**config.mk**
```make
export PLATFORM = sky130hd
export DESIGN_NAME = roi_crop_window_tracker_top
export DESIGN_NICKNAME = d
export VERILOG_FILES = /design/src/rtl/rcwt_pkg.sv /design/src/rtl/rcwt_div.sv /design/src/rtl/rcwt_datapath.sv /design/src/rtl/rcwt_ctrl.sv /design/src/rtl/roi_crop_window_tracker_top.sv
export SDC_FILE = /design/constraint.sdc
export NUM_CORES = 2
export LEC_CHECK = 0
export ABC_AREA = 1
export BUFFER_PORTS_ARGS = -buffer_cell sky130_fd_sc_hd__buf_2
export CAP_MARGIN = 5
export CORE_MARGIN = 2
export CORE_UTILIZATION = 31
export CTS_CLUSTER_SIZE = 40
export DETAILED_ROUTE_END_ITERATION = 8
export SYNTH_ARGS = -nofsm -noshare
export SYNTH_HDL_FRONTEND = slang
export SYNTH_SLANG_ARGS = --single-unit
```
**constraint.sdc**
```tcl
create_clock -name clk -period 8.7 [get_ports clk]
set_input_delay 0.435 -clock clk [delete_from_list [all_inputs] [get_ports clk]]
set_output_delay 0.435 -clock clk [all_outputs]
set_load 0.1 [all_outputs]
```
**src/rtl/rcwt_pkg.sv**
```systemverilog
// package for the roi crop window tracker
// shared types, field widths, register indexes and controller codes; no dependencies
package rcwt_pkg;

  localparam int COORD_FRAC = 4;
  localparam int XW = 17;
  localparam int SW = 13;
  localparam int PW = 14;
  localparam int ZW = 16;
  localparam logic [SW-1:0] SIZE_MAX = 13'd4096;
  localparam logic [ZW-1:0] ZOOM_ONE = 16'd256;

  localparam int DIV_DW = 36;
  localparam int DIV_VW = 30;
  localparam int MUL_AW = 26;
  localparam int MUL_BW = 16;
  localparam int MUL_PW = 42;

  localparam logic [2:0] REG_FRAME_WIDTH  = 3'd0;
  localparam logic [2:0] REG_FRAME_HEIGHT = 3'd1;
  localparam logic [2:0] REG_OUT_WIDTH    = 3'd2;
  localparam logic [2:0] REG_OUT_HEIGHT   = 3'd3;
  localparam logic [2:0] REG_ZOOM         = 3'd4;
  localparam logic [2:0] REG_WINDOW       = 3'd5;
  localparam logic [2:0] REG_REPLICATE    = 3'd6;

  typedef enum logic [3:0] {
    S_IDLE, S_CENTER, S_CHK, S_RD_F, S_SUB_F, S_WRITE, S_TRIM,
    S_RD_T, S_SUB_T, S_DIV_GO, S_DIV_WAIT, S_MUL, S_CMP, S_FIN
  } state_t;

  typedef enum logic [1:0] {D_MEAN_X, D_MEAN_Y, D_SIZE1, D_SIZE2} div_sel_t;
  typedef enum logic [1:0] {M_A, M_B, M_BZ, M_Z} mul_sel_t;

  typedef struct packed {
    logic [SW-1:0] frame_width;
    logic [SW-1:0] frame_height;
    logic [SW-1:0] out_width;
    logic [SW-1:0] out_height;
    logic [ZW-1:0] zoom_q8;
    logic [5:0]    smoothing_window;
    logic          replicate_border;
  } cfg_t;

  typedef struct packed {
    logic     capture;
    logic     center;
    logic     rd;
    logic     sub;
    logic     write;
    logic     div_start;
    logic     div_store;
    div_sel_t div_sel;
    logic     mul_go;
    mul_sel_t mul_sel;
    logic     cmp;
    logic     out_load;
  } cmd_t;

  typedef struct packed {
    logic full;
    logic over;
    logic div_done;
  } stat_t;

endpackage

```
**src/rtl/rcwt_div.sv**
```systemverilog
// radix-2 restoring divider, one quotient bit per cycle
// stand-alone; used by the datapath
module rcwt_div #(
  parameter int DW = 36,
  parameter int VW = 30
) (
  input  logic          clk,
  input  logic          rst,
  input  logic          start,
  input  logic [DW-1:0] dividend,
  input  logic [VW-1:0] divisor,
  output logic [DW-1:0] quotient,
  output logic          done
);

  localparam int CTW = $clog2(DW + 1);

  logic [DW-1:0]  dvd;
  logic [VW-1:0]  rem;
  logic [VW-1:0]  dvs;
  logic [CTW-1:0] cnt;
  logic           busy;
  logic [VW:0]    rem_sh;
  logic           ge;

  assign rem_sh   = {rem, dvd[DW-1]};
  assign ge       = rem_sh >= {1'b0, dvs};
  assign quotient = dvd;

  always_ff @(posedge clk) begin
    if (rst) begin
      busy <= 1'b0;
      done <= 1'b0;
      cnt  <= '0;
    end else if (start) begin
      busy <= 1'b1;
      done <= 1'b0;
      cnt  <= CTW'(DW);
    end else if (busy) begin
      cnt <= cnt - CTW'(1);
      if (cnt == CTW'(1)) begin
        busy <= 1'b0;
        done <= 1'b1;
      end
    end
  end

  always_ff @(posedge clk) begin
    if (start) begin
      dvd <= dividend;
      rem <= '0;
      dvs <= divisor;
    end else if (busy) begin
      rem <= ge ? VW'(rem_sh - {1'b0, dvs}) : rem_sh[VW-1:0];
      dvd <= {dvd[DW-2:0], ge};
    end
  end

endmodule

```
**src/rtl/rcwt_datapath.sv**
```systemverilog
// datapath: center history ring, running sums, multiplier, divider, crop placement
// uses rcwt_pkg and rcwt_div
module rcwt_datapath #(
  parameter int MAX_WINDOW = 32
) (
  input  logic                        clk,
  input  logic                        rst,
  input  rcwt_pkg::cfg_t              cfg,
  input  rcwt_pkg::cmd_t              cmd,
  output rcwt_pkg::stat_t             stat,
  input  logic                        clip_start,
  input  logic                        roi_valid,
  input  logic signed [16:0]          roi_x,
  input  logic signed [16:0]          roi_y,
  output logic signed [16:0]          smooth_x,
  output logic signed [16:0]          smooth_y,
  output logic signed [13:0]          crop_left,
  output logic signed [13:0]          crop_top,
  output logic [12:0]                 crop_width,
  output logic [12:0]                 crop_height,
  output logic [13:0]                 pad_left,
  output logic [13:0]                 pad_top,
  output logic [13:0]                 pad_right,
  output logic [13:0]                 pad_bottom
);

  localparam int XW   = rcwt_pkg::XW;
  localparam int SW   = rcwt_pkg::SW;
  localparam int PW   = rcwt_pkg::PW;
  localparam int ZW   = rcwt_pkg::ZW;
  localparam int F    = rcwt_pkg::COORD_FRAC;
  localparam int DW   = rcwt_pkg::DIV_DW;
  localparam int VW   = rcwt_pkg::DIV_VW;
  localparam int AW   = rcwt_pkg::MUL_AW;
  localparam int BW   = rcwt_pkg::MUL_BW;
  localparam int MPW  = rcwt_pkg::MUL_PW;
  localparam int IDXW = (MAX_WINDOW > 1) ? $clog2(MAX_WINDOW) : 1;
  localparam int CNTW = $clog2(MAX_WINDOW + 1);
  localparam int SUMW = XW + CNTW;
  localparam int ZPW  = ZW + SW;

  // history ring
  logic [2*XW-1:0] hist_mem [MAX_WINDOW];

  logic                   in_clip, in_vld;
  logic signed [XW-1:0]   in_x, in_y;
  logic signed [XW-1:0]   cx, cy;
  logic [CNTW-1:0]        count;
  logic [IDXW-1:0]        head;
  logic signed [SUMW-1:0] sum_x, sum_y;
  logic signed [XW-1:0]   last_x, last_y;
  logic                   have_last;
  logic signed [XW-1:0]   rd_x, rd_y;
  logic signed [XW-1:0]   sx, sy;
  logic [AW-1:0]          prod_a, prod_b;
  logic [MPW-1:0]         prod_bz;
  logic [ZPW-1:0]         prod_z;
  logic                   height_fit;
  logic [SW-1:0]          cw, ch;

  // effective configuration
  logic [SW-1:0] fw, fh, ow_s, oh_s, ow_e, oh_e, o1, f1;
  logic [ZW-1:0] z_e;
  logic [CNTW+5:0] win_ext;
  logic [CNTW-1:0] win_eff;

  function automatic logic [SW-1:0] sat_frame(input logic [SW-1:0] v);
    if (v == '0) return SW'(1);
    if (v > rcwt_pkg::SIZE_MAX) return rcwt_pkg::SIZE_MAX;
    return v;
  endfunction

  function automatic logic [SW-1:0] clamp_q(input logic [DW-1:0] q, input logic [SW-1:0] lim);
    if (q == '0) return SW'(1);
    if (q > DW'(lim)) return lim;
    return q[SW-1:0];
  endfunction

  function automatic logic signed [PW-1:0] round_pix(input logic signed [19:0] v);
    logic [19:0] mag;
    logic [19:0] r;
    mag = v[19] ? 20'(-v) : 20'(v);
    r = (mag + (20'(1) << F)) >> (F + 1);
    return v[19] ? -PW'(r) : PW'(r);
  endfunction

  always_comb begin
    fw   = sat_frame(cfg.frame_width);
    fh   = sat_frame(cfg.frame_height);
    ow_s = (cfg.out_width > rcwt_pkg::SIZE_MAX) ? rcwt_pkg::SIZE_MAX : cfg.out_width;
    oh_s = (cfg.out_height > rcwt_pkg::SIZE_MAX) ? rcwt_pkg::SIZE_MAX : cfg.out_height;
    // either output size zero means frame size
    if (ow_s == '0 || oh_s == '0) begin
      ow_e = fw;
      oh_e = fh;
    end else begin
      ow_e = ow_s;
      oh_e = oh_s;
    end
    z_e = (cfg.zoom_q8 < rcwt_pkg::ZOOM_ONE) ? rcwt_pkg::ZOOM_ONE : cfg.zoom_q8;
    win_ext = (CNTW+6)'(cfg.smoothing_window);
    if (win_ext == '0) win_eff = CNTW'(1);
    else if (win_ext > (CNTW+6)'(MAX_WINDOW)) win_eff = CNTW'(MAX_WINDOW);
    else win_eff = win_ext[CNTW-1:0];
    o1 = height_fit ? oh_e : ow_e;
    f1 = height_fit ? fh : fw;
  end

  assign stat.full = (count == CNTW'(MAX_WINDOW));
  assign stat.over = (count > win_eff);

  // oldest entry of the ring
  logic [CNTW:0]   old_t;
  logic [IDXW-1:0] old_idx;
  always_comb begin
    old_t = (CNTW+1)'(head) + (CNTW+1)'(MAX_WINDOW) - (CNTW+1)'(count);
    if (old_t >= (CNTW+1)'(MAX_WINDOW)) old_t = old_t - (CNTW+1)'(MAX_WINDOW);
    old_idx = old_t[IDXW-1:0];
  end

  // frame middle
  logic [XW:0] mid_x, mid_y;
  assign mid_x = (((XW+1)'(fw) << F) + (XW+1)'(1)) >> 1;
  assign mid_y = (((XW+1)'(fh) << F) + (XW+1)'(1)) >> 1;

  always_ff @(posedge clk) begin
    if (cmd.rd) begin
      {rd_x, rd_y} <= hist_mem[old_idx];
    end
    if (cmd.write) begin
      hist_mem[head] <= {cx, cy};
    end
  end

  // shared multiplier
  logic [AW-1:0]  mul_a;
  logic [BW-1:0]  mul_b;
  logic [MPW-1:0] mul_p;
  always_comb begin
    unique case (cmd.mul_sel)
      rcwt_pkg::M_A:  begin mul_a = AW'(fw);  mul_b = BW'(oh_e); end
      rcwt_pkg::M_B:  begin mul_a = AW'(fh);  mul_b = BW'(ow_e); end
      rcwt_pkg::M_BZ: begin mul_a = prod_b;   mul_b = z_e;       end
      default:        begin mul_a = AW'(o1);  mul_b = z_e;       end
    endcase
  end
  assign mul_p = MPW'(mul_a) * MPW'(mul_b);

  // divider operands
  logic [SUMW-1:0] mag_x, mag_y;
  logic [AW-1:0]   pn;
  logic [DW-1:0]   div_dvd, div_q;
  logic [VW-1:0]   div_dvs;
  logic            div_done;
  assign mag_x = sum_x[SUMW-1] ? SUMW'(-sum_x) : SUMW'(sum_x);
  assign mag_y = sum_y[SUMW-1] ? SUMW'(-sum_y) : SUMW'(sum_y);
  assign pn    = height_fit ? prod_b : prod_a;

  always_comb begin
    unique case (cmd.div_sel)
      rcwt_pkg::D_MEAN_X: begin
        div_dvd = DW'({mag_x, 1'b0}) + DW'(count);
        div_dvs = VW'({count, 1'b0});
      end
      rcwt_pkg::D_MEAN_Y: begin
        div_dvd = DW'({mag_y, 1'b0}) + DW'(count);
        div_dvs = VW'({count, 1'b0});
      end
      rcwt_pkg::D_SIZE1: begin
        div_dvd = DW'({f1, 9'b0}) + DW'(z_e);
        div_dvs = VW'({z_e, 1'b0});
      end
      default: begin
        div_dvd = DW'({pn, 9'b0}) + DW'(prod_z);
        div_dvs = VW'({prod_z, 1'b0});
      end
    endcase
  end

  rcwt_div #(.DW(DW), .VW(VW)) u_div (
    .clk      (clk),
    .rst      (rst),
    .start    (cmd.div_start),
    .dividend (div_dvd),
    .divisor  (div_dvs),
    .quotient (div_q),
    .done     (div_done)
  );
  assign stat.div_done = div_done;

  logic signed [XW-1:0] q_sx, q_sy;
  assign q_sx = sum_x[SUMW-1] ? -XW'(div_q) : XW'(div_q);
  assign q_sy = sum_y[SUMW-1] ? -XW'(div_q) : XW'(div_q);

  // control state of the history
  always_ff @(posedge clk) begin
    if (rst) begin
      count     <= '0;
      head      <= '0;
      sum_x     <= '0;
      sum_y     <= '0;
      last_x    <= '0;
      last_y    <= '0;
      have_last <= 1'b0;
    end else begin
      if (cmd.center && in_clip) begin
        count     <= '0;
        head      <= '0;
        sum_x     <= '0;
        sum_y     <= '0;
        have_last <= 1'b0;
      end
      if (cmd.sub) begin
        count <= count - CNTW'(1);
        sum_x <= sum_x - SUMW'(rd_x);
        sum_y <= sum_y - SUMW'(rd_y);
      end
      if (cmd.write) begin
        count <= count + CNTW'(1);
        head  <= (head == IDXW'(MAX_WINDOW - 1)) ? '0 : head + IDXW'(1);
        sum_x <= sum_x + SUMW'(cx);
        sum_y <= sum_y + SUMW'(cy);
      end
      if (cmd.div_store && cmd.div_sel == rcwt_pkg::D_MEAN_X) begin
        last_x <= q_sx;
      end
      if (cmd.div_store && cmd.div_sel == rcwt_pkg::D_MEAN_Y) begin
        last_y    <= q_sy;
        have_last <= 1'b1;
      end
    end
  end

  // request payload and working values
  always_ff @(posedge clk) begin
    if (cmd.capture) begin
      in_clip <= clip_start;
      in_vld  <= roi_valid;
      in_x    <= roi_x;
      in_y    <= roi_y;
    end
    if (cmd.center) begin
      if (in_vld) begin
        cx <= in_x;
        cy <= in_y;
      end else if (have_last && !in_clip) begin
        cx <= last_x;
        cy <= last_y;
      end else begin
        cx <= XW'(mid_x);
        cy <= XW'(mid_y);
      end
    end
    if (cmd.mul_go) begin
      unique case (cmd.mul_sel)
        rcwt_pkg::M_A:  prod_a  <= mul_p[AW-1:0];
        rcwt_pkg::M_B:  prod_b  <= mul_p[AW-1:0];
        rcwt_pkg::M_BZ: prod_bz <= mul_p;
        default:        prod_z  <= mul_p[ZPW-1:0];
      endcase
    end
    if (cmd.cmp) begin
      height_fit <= (MPW'({prod_a, 8'b0}) > prod_bz);
    end
    if (cmd.div_store) begin
      unique case (cmd.div_sel)
        rcwt_pkg::D_MEAN_X: sx <= q_sx;
        rcwt_pkg::D_MEAN_Y: sy <= q_sy;
        rcwt_pkg::D_SIZE1: begin
          if (height_fit) ch <= clamp_q(div_q, fh);
          else            cw <= clamp_q(div_q, fw);
        end
        default: begin
          if (height_fit) cw <= clamp_q(div_q, fw);
          else            ch <= clamp_q(div_q, fh);
        end
      endcase
    end
  end

  // crop placement
  logic signed [19:0]   vx, vy;
  logic signed [PW-1:0] left, top, left_c, top_c;
  logic signed [PW:0]   pr, pb;
  logic [SW-1:0]        mx, my;

  always_comb begin
    vx = (20'(sx) <<< 1) - $signed(20'(cw) << F);
    vy = (20'(sy) <<< 1) - $signed(20'(ch) << F);
    left = round_pix(vx);
    top  = round_pix(vy);
    pr = (PW+1)'(left) + $signed((PW+1)'(cw)) - $signed((PW+1)'(fw));
    pb = (PW+1)'(top) + $signed((PW+1)'(ch)) - $signed((PW+1)'(fh));
    mx = fw - cw;
    my = fh - ch;
    if (left < 0) left_c = '0;
    else if (left > $signed(PW'(mx))) left_c = $signed(PW'(mx));
    else left_c = left;
    if (top < 0) top_c = '0;
    else if (top > $signed(PW'(my))) top_c = $signed(PW'(my));
    else top_c = top;
  end

  always_ff @(posedge clk) begin
    if (cmd.out_load) begin
      smooth_x    <= sx;
      smooth_y    <= sy;
      crop_width  <= cw;
      crop_height <= ch;
      if (cfg.replicate_border) begin
        crop_left  <= left;
        crop_top   <= top;
        pad_left   <= (left < 0) ? PW'(-left) : '0;
        pad_top    <= (top < 0) ? PW'(-top) : '0;
        pad_right  <= (pr < 0) ? '0 : PW'(pr);
        pad_bottom <= (pb < 0) ? '0 : PW'(pb);
      end else begin
        crop_left  <= left_c;
        crop_top   <= top_c;
        pad_left   <= '0;
        pad_top    <= '0;
        pad_right  <= '0;
        pad_bottom <= '0;
      end
    end
  end

endmodule

```
**src/rtl/rcwt_ctrl.sv**
```systemverilog
// controller state machine sequencing history update, divisions and products
// uses rcwt_pkg; drives the datapath through cmd_t, reads stat_t
module rcwt_ctrl (
  input  logic            clk,
  input  logic            rst,
  input  logic            in_valid,
  output logic            in_stall,
  output logic            out_valid,
  input  logic            out_stall,
  input  rcwt_pkg::stat_t stat,
  output rcwt_pkg::cmd_t  cmd
);

  rcwt_pkg::state_t   state, state_next;
  rcwt_pkg::div_sel_t div_sel, div_sel_next;
  rcwt_pkg::mul_sel_t mul_sel, mul_sel_next;
  logic               out_free;

  assign out_free = !out_valid || !out_stall;

  always_ff @(posedge clk) begin
    if (rst) begin
      state     <= rcwt_pkg::S_IDLE;
      div_sel   <= rcwt_pkg::D_MEAN_X;
      mul_sel   <= rcwt_pkg::M_A;
      out_valid <= 1'b0;
    end else begin
      state   <= state_next;
      div_sel <= div_sel_next;
      mul_sel <= mul_sel_next;
      if (cmd.out_load) out_valid <= 1'b1;
      else if (!out_stall) out_valid <= 1'b0;
    end
  end

  // next state
  always_comb begin
    state_next   = state;
    div_sel_next = div_sel;
    mul_sel_next = mul_sel;
    unique case (state)
      rcwt_pkg::S_IDLE:   if (in_valid) state_next = rcwt_pkg::S_CENTER;
      rcwt_pkg::S_CENTER: state_next = rcwt_pkg::S_CHK;
      rcwt_pkg::S_CHK:    state_next = stat.full ? rcwt_pkg::S_RD_F : rcwt_pkg::S_WRITE;
      rcwt_pkg::S_RD_F:   state_next = rcwt_pkg::S_SUB_F;
      rcwt_pkg::S_SUB_F:  state_next = rcwt_pkg::S_WRITE;
      rcwt_pkg::S_WRITE:  state_next = rcwt_pkg::S_TRIM;
      rcwt_pkg::S_TRIM: begin
        if (stat.over) begin
          state_next = rcwt_pkg::S_RD_T;
        end else begin
          state_next   = rcwt_pkg::S_DIV_GO;
          div_sel_next = rcwt_pkg::D_MEAN_X;
        end
      end
      rcwt_pkg::S_RD_T:   state_next = rcwt_pkg::S_SUB_T;
      rcwt_pkg::S_SUB_T:  state_next = rcwt_pkg::S_TRIM;
      rcwt_pkg::S_DIV_GO: state_next = rcwt_pkg::S_DIV_WAIT;
      rcwt_pkg::S_DIV_WAIT: begin
        if (stat.div_done) begin
          unique case (div_sel)
            rcwt_pkg::D_MEAN_X: begin
              state_next   = rcwt_pkg::S_DIV_GO;
              div_sel_next = rcwt_pkg::D_MEAN_Y;
            end
            rcwt_pkg::D_MEAN_Y: begin
              state_next   = rcwt_pkg::S_MUL;
              mul_sel_next = rcwt_pkg::M_A;
            end
            rcwt_pkg::D_SIZE1: begin
              state_next   = rcwt_pkg::S_DIV_GO;
              div_sel_next = rcwt_pkg::D_SIZE2;
            end
            default: state_next = rcwt_pkg::S_FIN;
          endcase
        end
      end
      rcwt_pkg::S_MUL: begin
        unique case (mul_sel)
          rcwt_pkg::M_A:  mul_sel_next = rcwt_pkg::M_B;
          rcwt_pkg::M_B:  mul_sel_next = rcwt_pkg::M_BZ;
          rcwt_pkg::M_BZ: state_next   = rcwt_pkg::S_CMP;
          default: begin
            state_next   = rcwt_pkg::S_DIV_GO;
            div_sel_next = rcwt_pkg::D_SIZE1;
          end
        endcase
      end
      rcwt_pkg::S_CMP: begin
        state_next   = rcwt_pkg::S_MUL;
        mul_sel_next = rcwt_pkg::M_Z;
      end
      rcwt_pkg::S_FIN:    if (out_free) state_next = rcwt_pkg::S_IDLE;
      default:            state_next = rcwt_pkg::S_IDLE;
    endcase
  end

  // outputs
  always_comb begin
    cmd         = '0;
    cmd.div_sel = div_sel;
    cmd.mul_sel = mul_sel;
    in_stall    = (state != rcwt_pkg::S_IDLE);
    unique case (state)
      rcwt_pkg::S_IDLE:     cmd.capture   = in_valid;
      rcwt_pkg::S_CENTER:   cmd.center    = 1'b1;
      rcwt_pkg::S_RD_F,
      rcwt_pkg::S_RD_T:     cmd.rd        = 1'b1;
      rcwt_pkg::S_SUB_F,
      rcwt_pkg::S_SUB_T:    cmd.sub       = 1'b1;
      rcwt_pkg::S_WRITE:    cmd.write     = 1'b1;
      rcwt_pkg::S_DIV_GO:   cmd.div_start = 1'b1;
      rcwt_pkg::S_DIV_WAIT: cmd.div_store = stat.div_done;
      rcwt_pkg::S_MUL:      cmd.mul_go    = 1'b1;
      rcwt_pkg::S_CMP:      cmd.cmp       = 1'b1;
      rcwt_pkg::S_FIN:      cmd.out_load  = out_free;
      default:              cmd.capture   = 1'b0;
    endcase
  end

endmodule

```
**src/rtl/roi_crop_window_tracker_top.sv**
```systemverilog
// top level of the roi crop window tracker
// holds the configuration registers; uses rcwt_pkg, rcwt_ctrl, rcwt_datapath
//
// usage
// - one request per video frame on the input channel (in_valid / in_stall):
//   clip_start, roi_valid and the q13.4 center roi_x / roi_y
// - one result per request on the output channel (out_valid / out_stall):
//   smoothed center, crop origin and size, and border pads
// - configuration through cfg_we / cfg_index / cfg_data, one register per
//   write; the user writes only while no request is in flight, which the
//   block itself does not enforce
// timing
// - a request takes four passes of the shared 36-step radix-2 divider (two
//   means, two crop sizes) and four passes through the multiplier, plus a
//   read and a subtract step for the oldest entry once the history is full
//   and for each entry dropped when the window shrinks
// - in_stall stays high while a request is being worked on
// - the result sits in an output register; the next request is taken while
//   it waits, and its result waits in the last step until the register frees
// reset
// - rst clears the history, the last center and the controller; config
//   registers return to 1280x720, zoom 1.0, window 1, replicate mode
module roi_crop_window_tracker_top #(
  parameter int MAX_WINDOW = 32
) (
  input  logic               clk,
  input  logic               rst,
  input  logic               in_valid,
  output logic               in_stall,
  input  logic               clip_start,
  input  logic               roi_valid,
  input  logic signed [16:0] roi_x,
  input  logic signed [16:0] roi_y,
  output logic               out_valid,
  input  logic               out_stall,
  output logic signed [16:0] smooth_x,
  output logic signed [16:0] smooth_y,
  output logic signed [13:0] crop_left,
  output logic signed [13:0] crop_top,
  output logic [12:0]        crop_width,
  output logic [12:0]        crop_height,
  output logic [13:0]        pad_left,
  output logic [13:0]        pad_top,
  output logic [13:0]        pad_right,
  output logic [13:0]        pad_bottom,
  input  logic               cfg_we,
  input  logic [2:0]         cfg_index,
  input  logic [15:0]        cfg_data
);

  rcwt_pkg::cfg_t  cfg;
  rcwt_pkg::cmd_t  cmd;
  rcwt_pkg::stat_t stat;

  // configuration registers
  always_ff @(posedge clk) begin
    if (rst) begin
      cfg.frame_width      <= 13'd1280;
      cfg.frame_height     <= 13'd720;
      cfg.out_width        <= 13'd0;
      cfg.out_height       <= 13'd0;
      cfg.zoom_q8          <= 16'd256;
      cfg.smoothing_window <= 6'd1;
      cfg.replicate_border <= 1'b1;
    end else if (cfg_we) begin
      unique case (cfg_index)
        rcwt_pkg::REG_FRAME_WIDTH:  cfg.frame_width      <= cfg_data[12:0];
        rcwt_pkg::REG_FRAME_HEIGHT: cfg.frame_height     <= cfg_data[12:0];
        rcwt_pkg::REG_OUT_WIDTH:    cfg.out_width        <= cfg_data[12:0];
        rcwt_pkg::REG_OUT_HEIGHT:   cfg.out_height       <= cfg_data[12:0];
        rcwt_pkg::REG_ZOOM:         cfg.zoom_q8          <= cfg_data;
        rcwt_pkg::REG_WINDOW:       cfg.smoothing_window <= cfg_data[5:0];
        rcwt_pkg::REG_REPLICATE:    cfg.replicate_border <= cfg_data[0];
        default:                    cfg.replicate_border <= cfg.replicate_border;
      endcase
    end
  end

  // sequencer
  rcwt_ctrl u_ctrl (
    .clk       (clk),
    .rst       (rst),
    .in_valid  (in_valid),
    .in_stall  (in_stall),
    .out_valid (out_valid),
    .out_stall (out_stall),
    .stat      (stat),
    .cmd       (cmd)
  );

  // history, arithmetic and output register
  rcwt_datapath #(.MAX_WINDOW(MAX_WINDOW)) u_dp (
    .clk         (clk),
    .rst         (rst),
    .cfg         (cfg),
    .cmd         (cmd),
    .stat        (stat),
    .clip_start  (clip_start),
    .roi_valid   (roi_valid),
    .roi_x       (roi_x),
    .roi_y       (roi_y),
    .smooth_x    (smooth_x),
    .smooth_y    (smooth_y),
    .crop_left   (crop_left),
    .crop_top    (crop_top),
    .crop_width  (crop_width),
    .crop_height (crop_height),
    .pad_left    (pad_left),
    .pad_top     (pad_top),
    .pad_right   (pad_right),
    .pad_bottom  (pad_bottom)
  );

  // an accepted request keeps the block busy in the next cycle
  a_busy_after_accept: assert property (@(posedge clk) disable iff (rst)
    (in_valid && !in_stall) |=> in_stall)
    else $error("input accepted while block not busy after acceptance");

  // a result appears only at the end of a request's work
  a_result_from_work: assert property (@(posedge clk) disable iff (rst)
    $rose(out_valid) |-> $past(in_stall))
    else $error("result appeared without a request in flight");

  // crop size always within one pixel and the largest frame
  a_crop_size: assert property (@(posedge clk) disable iff (rst)
    out_valid |-> (crop_width != 13'd0 && crop_width <= 13'd4096 &&
                   crop_height != 13'd0 && crop_height <= 13'd4096))
    else $error("crop size out of range");

endmodule

```
==> flow_metrics.tcl <==
set metrics [dict create \
    dieHeight_um 577 \
    worstSetupPathType "register to register" \
    synth_seq_cells 1799 \
    final_cells 15000 \
    mostFrequentLayoutCell "nand2_1" \
    cts_buffers 186 \
    vias_per_cell 5.11 \
    hold_path.class "input pin to register" \
    power_density_nw_per_um2 200 \
    ctsRootBufferMaster "clkbuf_16" \
    crit_path_max_fanout 19 \
    setup_viol 0 \
    syn_avg_cell_area_sq_um 9.98 \
    grt_usage_pct 18.7 \
    htreeDepth 4 \
    die_w_um 577 \
    post_drt_wl_per_cell_um 21.4 \
    synth_fp_nets 11100 \
    ant_nets 0 \
    cts_sinks 1799 \
    ys_top_cells_by_area "edfxtp_1 (47%), fa_1 (7.3%), nand2_1 (6.0%), ha_1 (5.5%), inv_1 (4.9%)" \
    status "finished clean" \
    antenna_found_initial 13 \
    cts_tree "done" \
    hold_end "u_ctrl.out_valid" \
    reg2reg_depth 36 \
    cap_violations 0 \
    first_pass_iters 6 \
    synth-edff-count 1585 \
    port_buffers 205 \
    peakVddDrop_mv 0.304 \
    gp_congestion 0.935 \
    max_stage_delay_ns 0.57 \
    holdCritStartpoint "out_stall" \
    dpl.cell_count 14600 \
    final_cell_mix "nand2_1 (1618), edfxtp_1 (1585), inv_1 (1330)" \
    switchingPower_w 0.00733 \
    yosysWarnings 0 \
    synth_top_cell_by_area "edfxtp_1" \
    drive_gt1_share_pct 9.39 \
    overflow 0 \
    power.clock.fraction_pct 33.8 \
    switching_share_pct 31.7 \
    grt_pass1_wl_um 474000 \
    skew_ns 0.0714 \
    syn2layout_area_growth_pct 13.6 \
    fp.coreArea_sq_um 327000 \
    power.total_w 0.0232 \
    timing.rr.end "u_dp.prod_bz[38]" \
    grt_pass1_vias 72600 \
    clk_path_buf_depth 4 \
    ys_types 71 \
    power_frac_comb_pct 23.4 \
    hold_viol 0 \
    cp_data_arrival_time_ns 8.75 \
    slew_headroom_pct 6.32 \
    drtIter0Drc 7987 \
    power_frac_seq_pct 42.8 \
    yosysSeqAreaShare_pct 50.9 \
    reg2reg_from "cfg[29]" \
    drv_slew 0 \
    fin_crit_sh_pct 94.3 \
    synth_area_sq_um 102000 \
    netlist_instances 10200 \
    clk_latency_ns 0.87 \
    cp_slowest_cell "fa_1" \
    dp_hpwl_um 221000 \
    p_leak_nw 47.7 \
    async_flop_share_pct 0 \
    layout.nets 11400 \
    final_util_pct 35.4 \
    worstHoldPathCells 3 \
    path_clk_slew_ns 0.06 \
    min_period_ns 8.20 \
    crit_path_start_kind "register" \
    p_int_w 0.0158 \
    end_kind "register" \
    pin_count 206 \
    grt_max_degree 218 \
    via_count 76700 \
    post-synth-top-area-fraction_pct 46.7 \
    max_freq_ghz 0.122 \
    tightest_slew_ns 1.39 \
    die_area_sq_um 333000 \
    drt_wl_total_um 322000 \
    drt_drc_violations_left 0 \
    start_util_pct 31.2 \
    reg2reg_slack_ns 0.50 \
    rows 210 \
    required_ns 9.25 \
    synth_flop_cell "edfxtp_1" \
]
[area by class of cell]
cell class | count | area [sq um]
well taps | 4346 | 5440
inverters | 1374 | 5180
clock buffers | 227 | 4840
diodes | 10 | 25.0
repair buffers | 522 | 3660
fillers | 32700 | 211000
multi-input cells | 6630 | 43900
flip-flops and latches | 1799 | 51900
clock inverters | 98 | 970
[how the worst max path moves through the flow]
| stage | endpoint | slack (ns) | from |
|---|---|---|---|
| floorplan | u_dp.prod_bz[39] | 0.80 | cfg[30] |
| global placement | u_dp.prod_bz[39] | 0.12 | cfg[29] |
| detailed placement | u_dp.prod_bz[39] | 0.19 | cfg[29] |
| CTS | u_dp.prod_bz[39] | 0.14 | cfg[29] |
| global route | u_dp.prod_bz[39] | -0.009 | cfg[29] |
| finish | u_dp.prod_bz[38] | 0.50 | cfg[29] |
[sequential cells by signal (all words and copies together), names as in the netlist, 23 cells and up]
signal and count:
u_dp.sum_y 23, u_dp.u_div.rem 30, cfg 75, u_dp.u_div.dvs 29, u_dp.prod_b 26, u_dp.hist_mem 1088
u_dp.prod_bz 42, u_dp.prod_a 26, u_dp.u_div.quotient 36, u_dp.prod_z 29, u_dp.sum_x 23
[power by group through the flow]
stage	clock, W	sequential, W	combinational, W
finish	0.00784	0.00991	0.00541
CTS	0.00796	0.00991	0.00536
detailed placement	0	0.0101	0.00531
global route	0.00828	0.00992	0.00592
global placement	0	0.0101	0.00529
floorplan	0	0.0101	0.00332
[kinds of logic (layout without fill, tap and decap cells)]
kind of cell	count (synthesis)	after routing	share of synthesized area [%]
AOI/OAI and AO/OA	1923	1923	11.3
xor gates and xnor gates	165	165	1.43
adders and majority gates	822	822	12.8
and+or+nand+nor	3448	3448	14.3
buffers and inverters	1784	2221	6.64
DFF	1799	1799	50.9
muxes	272	272	2.67
other	0	10	0
[synthesized netlist by cell type (8+ instances only)]
library cell / n
and3_1: 37
edfxtp_1: 1585
clkbuf_1: 354
a21oi_1: 507
o21a_1: 11
ha_1: 449
o31ai_1: 16
buf_2: 15
mux2i_1: 272
nor4_1: 31
or2_2: 28
inv_1: 1341
nor3_2: 8
a22oi_1: 12
nor2_1: 1013
nand2_1: 1622
a211oi_1: 12
a31oi_1: 74
nand2_2: 48
buf_1: 34
inv_2: 17
a221oi_1: 13
o21bai_1: 24
o2111ai_1: 8
nor3_1: 76
o21ai_0: 814
nor2_4: 10
xnor2_1: 63
a21o_1: 11
o211ai_1: 44
nand3b_1: 21
nor2_2: 19
xor2_1: 100
nand4_1: 53
dfxtp_1: 214
o22ai_1: 26
nand3_2: 13
fa_1: 373
a32o_1: 8
nand3_1: 449
clkinv_1: 16
o221ai_1: 298
[stage by stage]
step | setup slack [ns] | hold slack (ns) | setup TNS (ns) | area [sq um]
after detailed placement | 0.192 | 0.446 | 0 | 109000
after global routing | -0.00949 | 0.0147 | -0.00949 | 116000
after global placement | 0.116 | 0.439 | 0 | 109000
after floorplan | 0.805 | 0.426 | 0 | 102000
final | 0.496 | 0.0288 | 0 | 116000
after CTS | 0.138 | 0.00612 | 0 | 116000
[critical path, delay by kind of cell, from the launching register on]
kind	cells	cell delay, ns
buffers and inverters	8	0.84
AND/OR/NAND/NOR	10	1.04
XOR/XNOR	1	0.13
adder cells (fa/ha/maj)	7	3.54
AO/OA/AOI/OAI	10	2.08
flip-flops	1	0.32
[timing repair]
| item | CTS | global route |
|---|---|---|
| hold buffers | 50 | 0 |
| setup endpoints to repair | 0 | 35 |
| resized for setup | 0 | 50 |
| hold endpoints to repair | 60 | 0 |
| buffers inserted | 0 | 14 |
[routing by layer]
metal | GRT usage (%) | part of all wire (%) | routed length, um | vias to the layer above
met2 | 30.4 | 46 | 148000 | 2717
met5 | 0 | 0.0090 | 29 | -
li1 | - | - | - | 35800
met1 | 25.0 | 43 | 137000 | 37600
met4 | 8.68 | 4.9 | 15900 | 6
met3 | 2.35 | 6.4 | 20500 | 609
Note: power is estimated with default switching activity, not from simulation.
